`config.mk`:
```
export PLATFORM = sky130hd
export DESIGN_NAME = pvt_segment_subdivider
export DESIGN_NICKNAME = d
export VERILOG_FILES = /design/src/rtl/core/pvtss_pkg.sv /design/src/rtl/core/pvtss_lane.sv /design/src/rtl/core/pvt_segment_subdivider.sv
export SDC_FILE = /design/constraint.sdc
export NUM_CORES = 2
export LEC_CHECK = 0
export BUFFER_PORTS_ARGS = -buffer_cell sky130_fd_sc_hd__buf_2
export CAP_MARGIN = 20
export CORE_ASPECT_RATIO = 0.9
export CORE_MARGIN = 2
export CORE_UTILIZATION = 50
export CTS_BUF_LIST = sky130_fd_sc_hd__clkbuf_2 sky130_fd_sc_hd__clkbuf_4 sky130_fd_sc_hd__clkbuf_8
export DETAILED_ROUTE_END_ITERATION = 8
export MAX_ROUTING_LAYER = met4
export PLACE_DENSITY = 0.7
export SLEW_MARGIN = 30
export SYNTH_ARGS = -nofsm -noshare
export SYNTH_HDL_FRONTEND = slang
export SYNTH_SLANG_ARGS = --single-unit
```
`constraint.sdc`:
```
create_clock -name clk_i -period 10 [get_ports clk_i]
set_input_delay 2 -clock clk_i [delete_from_list [all_inputs] [get_ports clk_i]]
set_output_delay 2 -clock clk_i [all_outputs]
set_load 0.005 [all_outputs]
```
`src/rtl/core/pvtss_pkg.sv`:
```
// ----------------------------------------------------------------------------
// pvtss_pkg
// shared types and constants of the trajectory segment subdivider
// ----------------------------------------------------------------------------
package pvtss_pkg;

  localparam int unsigned AxesDef     = 3;
  localparam int unsigned PosWidthDef = 32;
  localparam int unsigned MaxAxes     = 3;
  localparam int unsigned TimeWidth   = 8;
  // quotient of an 8-bit time by a chunk of at least 4 stays below 64
  localparam int unsigned QWidth      = 6;

  localparam logic [TimeWidth-1:0] ChunkReset = 8'd20;
  localparam logic [TimeWidth-1:0] ChunkMin   = 8'd4;

  // per-item commands from the sequencer to the axis lanes
  typedef struct packed {
    logic start;
    logic step;
  } lane_ctrl_t;

  // duration shown for an emitted point
  function automatic logic [TimeWidth-1:0] out_time_of(logic [TimeWidth-1:0] t,
                                                        logic [TimeWidth-1:0] c);
    logic [TimeWidth-1:0] r;
    r = ((t == '0) || (t >= c)) ? c : t;
    return r;
  endfunction

endpackage

```
`src/rtl/core/pvtss_lane.sv`:
```
// ----------------------------------------------------------------------------
// pvtss_lane
// one axis: divides the segment difference once, then steps the offset
// ----------------------------------------------------------------------------
module pvtss_lane #(
  parameter int unsigned PosWidth = pvtss_pkg::PosWidthDef
) (
  input  logic                           clk_i,
  input  logic                           rst_ni,
  input  pvtss_pkg::lane_ctrl_t          ctrl_i,
  input  logic [pvtss_pkg::QWidth-1:0]   divisor_i,
  input  logic signed [PosWidth-1:0]     held_i,
  input  logic signed [PosWidth-1:0]     new_i,
  output logic signed [PosWidth-1:0]     pos_o,
  output logic                           busy_o
);
  import pvtss_pkg::*;

  localparam int unsigned DW = PosWidth + 1;
  localparam int unsigned CW = $clog2(DW + 1);

  logic signed [DW:0]   diff;
  logic [DW:0]          mag_full;
  logic [DW-1:0]        quo_q, quo_d, acc_q, acc_d;
  logic [QWidth-1:0]    rem_q, rem_d, racc_q, racc_d;
  logic [QWidth:0]      trial, rsum;
  logic [CW-1:0]        cnt_q, cnt_d;
  logic                 busy_q, busy_d, neg_q, neg_d;
  logic signed [DW:0]   offset, sum;

  // signed difference and its magnitude
  assign diff     = (DW+1)'(new_i) - (DW+1)'(held_i);
  assign mag_full = diff[DW] ? (DW+1)'(-diff) : (DW+1)'(diff);
  assign trial    = {rem_q, quo_q[DW-1]};
  assign rsum     = {1'b0, racc_q} + {1'b0, rem_q};

  // restoring division one bit a cycle, then one offset step per point
  always_comb begin
    quo_d  = quo_q;
    rem_d  = rem_q;
    acc_d  = acc_q;
    racc_d = racc_q;
    cnt_d  = cnt_q;
    busy_d = busy_q;
    neg_d  = neg_q;
    if (ctrl_i.start) begin
      quo_d  = mag_full[DW-1:0];
      rem_d  = '0;
      cnt_d  = '0;
      busy_d = 1'b1;
      neg_d  = diff[DW];
    end else if (busy_q) begin
      if (trial >= {1'b0, divisor_i}) begin
        rem_d = QWidth'(trial - {1'b0, divisor_i});
        quo_d = {quo_q[DW-2:0], 1'b1};
      end else begin
        rem_d = trial[QWidth-1:0];
        quo_d = {quo_q[DW-2:0], 1'b0};
      end
      cnt_d = cnt_q + 1'b1;
      if (cnt_q == CW'(DW - 1)) begin
        busy_d = 1'b0;
        acc_d  = quo_d;
        racc_d = rem_d;
      end
    end else if (ctrl_i.step) begin
      if (rsum >= {1'b0, divisor_i}) begin
        racc_d = QWidth'(rsum - {1'b0, divisor_i});
        acc_d  = acc_q + quo_q + 1'b1;
      end else begin
        racc_d = rsum[QWidth-1:0];
        acc_d  = acc_q + quo_q;
      end
    end
  end

  always_ff @(posedge clk_i or negedge rst_ni) begin
    if (!rst_ni) begin
      busy_q <= 1'b0;
      cnt_q  <= '0;
    end else begin
      busy_q <= busy_d;
      cnt_q  <= cnt_d;
    end
  end

  always_ff @(posedge clk_i) begin
    quo_q  <= quo_d;
    rem_q  <= rem_d;
    acc_q  <= acc_d;
    racc_q <= racc_d;
    neg_q  <= neg_d;
  end

  // interpolated position, truncated toward zero by sign of difference
  assign offset = neg_q ? -$signed({1'b0, acc_q}) : $signed({1'b0, acc_q});
  assign sum    = (DW+1)'(held_i) + offset;
  assign pos_o  = sum[PosWidth-1:0];
  assign busy_o = busy_q;

endmodule

```
`src/rtl/core/pvt_segment_subdivider.sv`:
```
// ----------------------------------------------------------------------------
// pvt_segment_subdivider
// holds one trajectory point and emits it with interpolated sub-points
// ----------------------------------------------------------------------------
//  channel  | signals                                  | direction
//  in       | in_valid_i/in_ready_o, axis*_pos_i ...   | point in
//  out      | out_valid_o/out_ready_i, axis*_out_o ... | point out
//  cfg      | cfg_we_i, cfg_data_i                     | chunk time write
//
//  one point at a time: a held long segment passes from transfer to ready
//  through accept, an 8-step time divide, the held emit, a lane divide of
//  POS_WIDTH + 1 steps and one emit per interpolated point; short segments
//  skip the lane divide, and a final point adds its own emit
//  reset empties the held point and restores chunk time 20
//  a stalled output holds the sequencer at its current emit state
module pvt_segment_subdivider #(
  parameter int unsigned AXES      = pvtss_pkg::AxesDef,
  parameter int unsigned POS_WIDTH = pvtss_pkg::PosWidthDef
) (
  input  logic                              clk_i,
  input  logic                              rst_ni,
  input  logic                              cfg_we_i,
  input  logic [pvtss_pkg::TimeWidth-1:0]   cfg_data_i,
  input  logic                              in_valid_i,
  output logic                              in_ready_o,
  input  logic signed [POS_WIDTH-1:0]       axis0_pos_i,
  input  logic signed [POS_WIDTH-1:0]       axis1_pos_i,
  input  logic signed [POS_WIDTH-1:0]       axis2_pos_i,
  input  logic [pvtss_pkg::TimeWidth-1:0]   seg_time_i,
  input  logic                              final_point_i,
  output logic                              out_valid_o,
  input  logic                              out_ready_i,
  output logic signed [POS_WIDTH-1:0]       axis0_out_o,
  output logic signed [POS_WIDTH-1:0]       axis1_out_o,
  output logic signed [POS_WIDTH-1:0]       axis2_out_o,
  output logic [pvtss_pkg::TimeWidth-1:0]   out_time_o,
  output logic                              run_last_o
);
  import pvtss_pkg::*;

  typedef enum logic [5:0] {
    S_IDLE = 6'b000001,
    S_TDIV = 6'b000010,
    S_HELD = 6'b000100,
    S_LDIV = 6'b001000,
    S_INT  = 6'b010000,
    S_FIN  = 6'b100000
  } state_e;

  state_e state_q, state_d;

  logic [TimeWidth-1:0]        chunk_q, c_eff;
  logic signed [POS_WIDTH-1:0] in_pos [MaxAxes];
  logic signed [POS_WIDTH-1:0] new_q [MaxAxes];
  logic signed [POS_WIDTH-1:0] held_q [MaxAxes];
  logic signed [POS_WIDTH-1:0] lane_pos [MaxAxes];
  logic [MaxAxes-1:0]          lane_busy;
  logic [TimeWidth-1:0]        new_time_q, held_time_q;
  logic                        fin_q, held_valid_q;
  logic [TimeWidth-1:0]        trem_q, tquo_q;
  logic [TimeWidth:0]          ttrial;
  logic [3:0]                  tcnt_q;
  logic [QWidth-1:0]           q_val, t_q;
  lane_ctrl_t                  lane_ctrl;

  logic                        in_xfer, push, push_ok, last_int, store_new;
  logic signed [POS_WIDTH-1:0] push_pos [MaxAxes];
  logic [TimeWidth-1:0]        push_time;
  logic                        push_last;
  logic                        out_valid_q;
  logic signed [POS_WIDTH-1:0] out_pos_q [MaxAxes];
  logic [TimeWidth-1:0]        out_time_q;
  logic                        out_last_q;

  assign in_pos[0] = axis0_pos_i;
  assign in_pos[1] = axis1_pos_i;
  assign in_pos[2] = axis2_pos_i;

  // chunk time register, saturated below four on use
  always_ff @(posedge clk_i or negedge rst_ni) begin
    if (!rst_ni) begin
      chunk_q <= ChunkReset;
    end else if (cfg_we_i) begin
      chunk_q <= cfg_data_i;
    end
  end
  assign c_eff = (chunk_q < ChunkMin) ? ChunkMin : chunk_q;

  assign in_ready_o = (state_q == S_IDLE);
  assign in_xfer    = in_valid_i && in_ready_o;
  assign push_ok    = !out_valid_q || out_ready_i;
  assign q_val      = tquo_q[QWidth-1:0];
  assign last_int   = (t_q == q_val - 1'b1);
  assign ttrial     = {trem_q, tquo_q[TimeWidth-1]};

  // axis lanes
  for (genvar a = 0; a < MaxAxes; a++) begin : g_lane
    if (a < AXES) begin : g_on
      pvtss_lane #(.PosWidth(POS_WIDTH)) u_lane (
        .clk_i    (clk_i),
        .rst_ni   (rst_ni),
        .ctrl_i   (lane_ctrl),
        .divisor_i(q_val),
        .held_i   (held_q[a]),
        .new_i    (new_q[a]),
        .pos_o    (lane_pos[a]),
        .busy_o   (lane_busy[a])
      );
    end else begin : g_off
      assign lane_pos[a]  = '0;
      assign lane_busy[a] = 1'b0;
    end
  end

  // sequencer and emit selection
  always_comb begin
    state_d         = state_q;
    push            = 1'b0;
    push_time       = c_eff;
    push_last       = 1'b0;
    lane_ctrl.start = 1'b0;
    lane_ctrl.step  = 1'b0;
    store_new       = 1'b0;
    for (int a = 0; a < MaxAxes; a++) push_pos[a] = held_q[a];
    case (state_q)
      S_IDLE: begin
        if (in_xfer) begin
          if (held_valid_q) state_d = S_TDIV;
          else if (final_point_i) state_d = S_FIN;
        end
      end
      S_TDIV: begin
        if (tcnt_q == 4'd7) state_d = S_HELD;
      end
      S_HELD: begin
        push      = 1'b1;
        push_time = out_time_of(held_time_q, c_eff);
        push_last = (q_val < QWidth'(2)) && !fin_q;
        if (push_ok) begin
          if (q_val >= QWidth'(2)) begin
            lane_ctrl.start = 1'b1;
            state_d         = S_LDIV;
          end else if (fin_q) begin
            state_d = S_FIN;
          end else begin
            store_new = 1'b1;
            state_d   = S_IDLE;
          end
        end
      end
      S_LDIV: begin
        if (lane_busy == '0) state_d = S_INT;
      end
      S_INT: begin
        push      = 1'b1;
        push_last = last_int && !fin_q;
        for (int a = 0; a < MaxAxes; a++) push_pos[a] = lane_pos[a];
        if (push_ok) begin
          lane_ctrl.step = 1'b1;
          if (last_int) begin
            if (fin_q) begin
              state_d = S_FIN;
            end else begin
              store_new = 1'b1;
              state_d   = S_IDLE;
            end
          end
        end
      end
      S_FIN: begin
        push      = 1'b1;
        push_time = out_time_of(new_time_q, c_eff);
        push_last = 1'b1;
        for (int a = 0; a < MaxAxes; a++) push_pos[a] = new_q[a];
        if (push_ok) state_d = S_IDLE;
      end
      default: state_d = S_IDLE;
    endcase
  end

  // control registers
  always_ff @(posedge clk_i or negedge rst_ni) begin
    if (!rst_ni) begin
      state_q      <= S_IDLE;
      held_valid_q <= 1'b0;
      out_valid_q  <= 1'b0;
      tcnt_q       <= '0;
      t_q          <= '0;
    end else begin
      state_q <= state_d;
      if (in_xfer && !held_valid_q) held_valid_q <= !final_point_i;
      else if (store_new) held_valid_q <= 1'b1;
      else if (state_q == S_FIN && push_ok) held_valid_q <= 1'b0;
      if (push && push_ok) out_valid_q <= 1'b1;
      else if (out_ready_i) out_valid_q <= 1'b0;
      if (in_xfer) tcnt_q <= '0;
      else if (state_q == S_TDIV) tcnt_q <= tcnt_q + 1'b1;
      if (state_q == S_LDIV) t_q <= QWidth'(1);
      else if (state_q == S_INT && push_ok) t_q <= t_q + 1'b1;
    end
  end

  // point storage and time divider
  always_ff @(posedge clk_i) begin
    if (in_xfer) begin
      for (int a = 0; a < MaxAxes; a++) begin
        new_q[a] <= (a < AXES) ? in_pos[a] : '0;
      end
      new_time_q <= seg_time_i;
      fin_q      <= final_point_i;
      trem_q     <= '0;
      tquo_q     <= held_time_q;
      if (!held_valid_q && !final_point_i) begin
        for (int a = 0; a < MaxAxes; a++) begin
          held_q[a] <= (a < AXES) ? in_pos[a] : '0;
        end
        held_time_q <= seg_time_i;
      end
    end else if (state_q == S_TDIV) begin
      if (ttrial >= {1'b0, c_eff}) begin
        trem_q <= TimeWidth'(ttrial - {1'b0, c_eff});
        tquo_q <= {tquo_q[TimeWidth-2:0], 1'b1};
      end else begin
        trem_q <= ttrial[TimeWidth-1:0];
        tquo_q <= {tquo_q[TimeWidth-2:0], 1'b0};
      end
    end
    if (store_new) begin
      held_q      <= new_q;
      held_time_q <= new_time_q;
    end
  end

  // output register
  always_ff @(posedge clk_i) begin
    if (push && push_ok) begin
      out_pos_q  <= push_pos;
      out_time_q <= push_time;
      out_last_q <= push_last;
    end
  end

  assign out_valid_o = out_valid_q;
  assign axis0_out_o = out_pos_q[0];
  assign axis1_out_o = out_pos_q[1];
  assign axis2_out_o = out_pos_q[2];
  assign out_time_o  = out_time_q;
  assign run_last_o  = out_last_q;

endmodule

```
* Word level (Yosys, flattened, before mapping)
Cells that the tools add are included.
** Operators by class
- Add/sub/neg operators :: 34
- $mul :: 0
- Divide/modulo/power cells :: 0
- Magnitude comparators :: 12
- Equality and inequality tests :: 22
- Shift operators :: 0
- Muxes and demuxes :: 106
- Bitwise gates (word level) :: 1
- Reduce and logical (&&, ||, !) cells :: 36
** Operators by type and width (number)
- 33-bit two-way mux :: 21
- 96-bit two-way mux :: 3
- 6-bit two-way mux :: 34
- 96-bit one-hot mux with 2 select lines :: 1
- 33-bit by 1-bit adder with 33-bit output (second input constant) :: 3
- 33-bit adder :: 3
- 33-bit negator :: 3
- 32-bit by 32-bit subtractor with 33-bit output :: 3
- 32-bit adder :: 3
- 32-bit two-way mux :: 3
- 32-bit negator :: 3
- 8-bit two-way mux :: 9
- 7-bit by 6-bit >= comparator with 1-bit output :: 6
- 6-bit one-hot mux with 6 select lines :: 1
- 6-bit subtractor :: 6
- 1-bit two-way mux :: 29
- 6-bit by 1-bit adder with 6-bit output (second input constant) :: 4
- 6-bit == test (second input constant) :: 4
- 2-bit nonzero test :: 11
- 6-bit by 6-bit adder with 7-bit output :: 3
- 2-bit != test (second input constant) :: 9
- 8-bit >= comparator :: 2
- 8-bit zero test :: 2
- 8-bit one-hot mux with 2 select lines :: 1
- 29 further kinds :: 44
** Storage, ports and cells
- Flip-flop bits (word level) :: 614
- Latch bits :: 0
- RAM bits :: 0
- Memory bits (read-only) :: 0
- Input port bits :: 118
- Memories :: 0

* Depth between registers and ports, before layout
- Depth after elaboration :: 7
- Depth in mapped cells :: 22

* By module
From an unflattened synthesis, not the netlist that was laid out.
** Second synthesis, totals
- Cell total of the unflattened synthesis :: 5476
- Area total of the unflattened synthesis :: 50277.0 um2
** Modules (own cells, without submodules)
- pvtss_lane at g_lane[0].g_on.u_lane ... :: times used 2, cells an instance 1455, area an instance 11452.2 um2, sequential area each 2457.4 um2
- pvt_segment_subdivider :: times used 1, cells an instance 1081, area an instance 15506.1 um2, sequential area each 10483.8 um2
- pvtss_lane at g_lane[2].g_on.u_lane :: times used 1, cells an instance 1485, area an instance 11866.4 um2, sequential area each 2457.4 um2

* Worst setup path after synthesis
Ideal clock, no wire load.
- Kind :: in2reg
- From :: in in_valid_i
- To :: reg held_q[0] (netlist bit), enable pin
- Arrival time :: 9.833 ns
- Data required time :: 9.277 ns
- Setup slack :: -0.556 ns
- Cell stages on the path :: 2
- Path through :: nand2_1 -> o31ai_1
** On the way
- Word-level cells in the longest chain between the ends :: 3
** RTL lines
- from (decl) :: RTL line pvt_segment_subdivider.sv:24 : input logic in_valid_i,
- 1-bit logical AND :: RTL line pvt_segment_subdivider.sv:90 : assign in_xfer = in_valid_i && in_ready_o;
- 2-bit nonzero test (no source line)
- 2-bit AND reduction (no source line)
- to (signal, indexed assignment) :: RTL line pvt_segment_subdivider.sv:215 : held_q[a] <= (a < AXES) ? in_pos[a] : '0;
- to (signal assigned) :: RTL line pvt_segment_subdivider.sv:229 : held_q <= new_q;
- to (decl) :: RTL line pvt_segment_subdivider.sv:55 : logic signed [POS_WIDTH-1:0] held_q [MaxAxes];
Every way passes these cells.
A chain may end at the register's enable or synchronous reset.

==> flow_summary.toml <==
[layout]
fill_cells = 8963
num-nets-final = 6102
area_delta_synth_final_pct = 9.33
drive_gt1_share_pct = 11.6
finalNonFillerCells = 6940

[worst_setup_path]
criticalPathCategory = "reg -> reg"
critPathSlowestCell = "nor4_1"
crit_family = "simple AND/OR/NAND/NOR gates"
cp_max_fo = 5
critical_path.max_stage_delay_ps = 640
r2r_start = "g_lane[2].g_on.u_lane.acc_q[5]"
ff2ff_path_depth = 16
cp-start-kind = "flip-flop"
cp-end-kind = "flip-flop"
r2r_end = "axis2_out_o[31]"
cp.required_ps = 10530
r2r_setup_slack_ps = 4390
worst-path-stages = 16
cp_cell_sequence = "or4_1 -> nor4_1 -> nand2b_1 -> or4_1 -> o41ai_1 -> xnor2_1 -> ha_1 -> a21oi_1 -> and3_1 -> a21oi_1 -> o21ai_0 -> o311a_1 -> nor3_1 -> nand2_1 -> and3_1 -> or3_1"
critPathBufInv = 0
arrival_ps = 6140

[logic_synthesis]
synth_top_area_share_pct = 32.6
synth_cell_types = 104
synth_edf_count = 538
yosysWarningCount = 0
synthFlopType = "edfxtp_1"
synth_cells = 5397
syn_avg_cell_area_um2 = 9.18
async_reset_ff_share_pct = 7.69
ys_seq_elements = 611
synth_area_um2 = 49600
synthTopCellsByCount = "nand2_1 (574), edfxtp_1 (538), o21ai_0 (522)"
syn-num-nets = 5931
synthTopCellsByArea = "edfxtp_1 (33%), ha_1 (10%), xnor2_1 (5.9%)"
yosysTopAreaCell = "edfxtp_1"
synth_most_common_cell = "nand2_1"
seq_area_frac_synth_pct = 36.0

[global_routing]
grt_overflow_total = 0
grt_pass1_vias = 39900
antenna_found_initial = 4
grt_use_total_pct = 28.5
grt_max_degree = 102
grt_pass1_wl_um = 224000

[worst_hold_path]
min_path_cells = 2
hp-class = "reg -> reg"
hold_end = "trem_q[7]"
worstHoldStart = "trem_q[7]"

[timing]
post-route-period-util_pct = 56.1
rsz0062_at_grt = "false"
max_freq_mhz = 178
slew_viol_final = 0
slew_headroom_pct = 32.9
tns_ps = 0
skew_ps = 43.7
fin_crit_ps = 5610
tightest_slew_ps = 996
setup_slack_ps = 4390
finalHoldViolCount = 0
setup_viol = 0

[power]
leakagePower_nw = 21.3
p_per_area_nw_per_um2 = 249
ir_worst_vdd_mv = 0.144

[clock_tree]
numClockSinks = 611
cts_htree_levels = 3
cts_tree = "done"
cts_setup_buffers = 0
clock_latency_ps = 800
clk_pin_slew_ps = 70
cts_hold_buf = 0
cts_buffers = 109
cts.root.buffer_cell = "clkbuf_8"
postCtsResizedCells = 0
clockBufferDepth = 3

[detailed_routing]
postRouteWirelength_um = 144000
drt_iter0_drc = 3757
drt_first_pass_iters = 6
vias_per_cell = 6.13
via_count = 42500
remaining_drc_errors = 0
antenna_left = 0
wl_per_cell_um = 20.8

[run_status]
run_status = "finished clean"

[die]
core_area_um2 = 98200
die_x_um = 336
die_h_um = 303
die_area_um2 = 102000
io_pins = 225
rows = 109
start_util_pct = 50.5

[placed_design]
dp.cells = 6731
dp_hpwl_um = 108000
place_ws_ps = 4560
gp_congestion = 0.959
io_buffer_count = 224

[flow_run]
maxCapViolations = 0
## state kept, by name, summed over array words and instances, names as in the netlist, 32 cells and up
| signal | flops |
|---|---|
| new_q | 96 |
| g_lane.g_on.u_lane.acc_q | 96 |
| held_q | 96 |
| axis1_out_o | 32 |
| axis0_out_o | 32 |
| axis2_out_o | 32 |
| g_lane.g_on.u_lane.quo_q | 99 |
## cell usage in the layout (no fill, tap or decap), types with 33 or more instances in the layout
cell      synthesis  routed
nand2b_1         65      65
or3_1            49      48
buf_2             3     224
inv_1           245     243
a31oi_1          48      48
ha_1            397     397
a21oi_1         332     332
and3_1           49      49
o21a_1           44      44
o31ai_1          57      56
nor2_1          325     320
o21ai_0         522     521
xnor2_1         332     332
nand4_1          67      67
nor4_1           35      33
edfxtp_1        538     538
nand3_1         117     116
o21bai_1         37      37
and2_1           38      38
mux2_2          124     124
nor3_1          100     100
mux2i_1          40      40
dfrtp_1          44      41
a22oi_1          89      89
a211oi_1         49      49
nand2_1         574     574
a21o_1          155     155
o211ai_1         34      34
xor2_1          209     209
nor2b_1          43      43
clkbuf_8          4     118
## power breakdown
part	leakage, nW	switching (mW)	internal [mW]
logic	14.5	4.08	2.90
clock network	1.19	1.16	1.34
registers	5.61	0.429	3.59
## per-stage QoR
| stage | total power, mW | hold WS (ps) | util (%) | cell area [um^2] |
|---|---|---|---|---|
| 6_report | 13.5 | 470 | 55.2 | 54200 |
| 5_1_grt | 14.5 | 498 | 55.2 | 54200 |
| 4_1_cts | 13.5 | 467 | 55.2 | 54200 |
| 3_5_place_dp | 10.9 | 456 | 52.8 | 51900 |
| 3_3_place_gp | 10.8 | 445 | 52.8 | 51800 |
| 2_1_floorplan | 9.02 | 432 | - | 49600 |
## worst reg2reg max path: stages, from the launching register on
cell and delay, ps:
edfxtp_1 450, or4_1 600, nor4_1 640, nand2b_1 130, or4_1 530, o41ai_1 350, xnor2_1 170, ha_1 330
a21oi_1 100, and3_1 150, a21oi_1 100, o21ai_0 240, o311a_1 430, nor3_1 490, nand2_1 130, and3_1 180
or3_1 330
## cell families after synthesis
logic type      synth area share [%]
compound gates                  20.9
xor+xnor                        9.61
fa+ha+maj                       10.8
buf+inv                         3.50
flops                           36.0
mux                             3.62
simple gates                    15.5
## metal layers
metal | vias up | GRT usage [%] | routed length [um]
met4 | 0 | 7.90 | 3860
li1 | 20400 | - | -
met3 | 221 | 3.83 | 10000
met5 | - | - | 0
met1 | 20400 | 39.1 | 65700
met2 | 1463 | 44.4 | 64500
## worst max path at each step
stage | to | from | slack (ps)
after floorplan | held_q[0] | in_valid_i | 2730
after global placement | axis2_out_o[31] | g_lane[2].g_on.u_lane.acc_q[6] | 4670
after detailed placement | axis2_out_o[31] | g_lane[2].g_on.u_lane.acc_q[5] | 4560
after CTS | axis2_out_o[31] | g_lane[2].g_on.u_lane.acc_q[5] | 4560
after global routing | axis2_out_o[31] | g_lane[2].g_on.u_lane.acc_q[5] | 4050
final | axis2_out_o[31] | g_lane[2].g_on.u_lane.acc_q[5] | 4390
## final cells by class
class | count | area [um^2] | area share, %
antenna | 3 | 7.51 | 0.0139
clock buffer | 141 | 1800 | 3.32
clock inverter | 63 | 482 | 0.889
inverter | 249 | 940 | 1.73
multi-input combinational | 4337 | 30100 | 55.5
sequential | 611 | 17900 | 33.0
tap | 1276 | 1600 | 2.95
timing repair buffer | 260 | 1440 | 2.65
(Power assumes the default switching activity.)
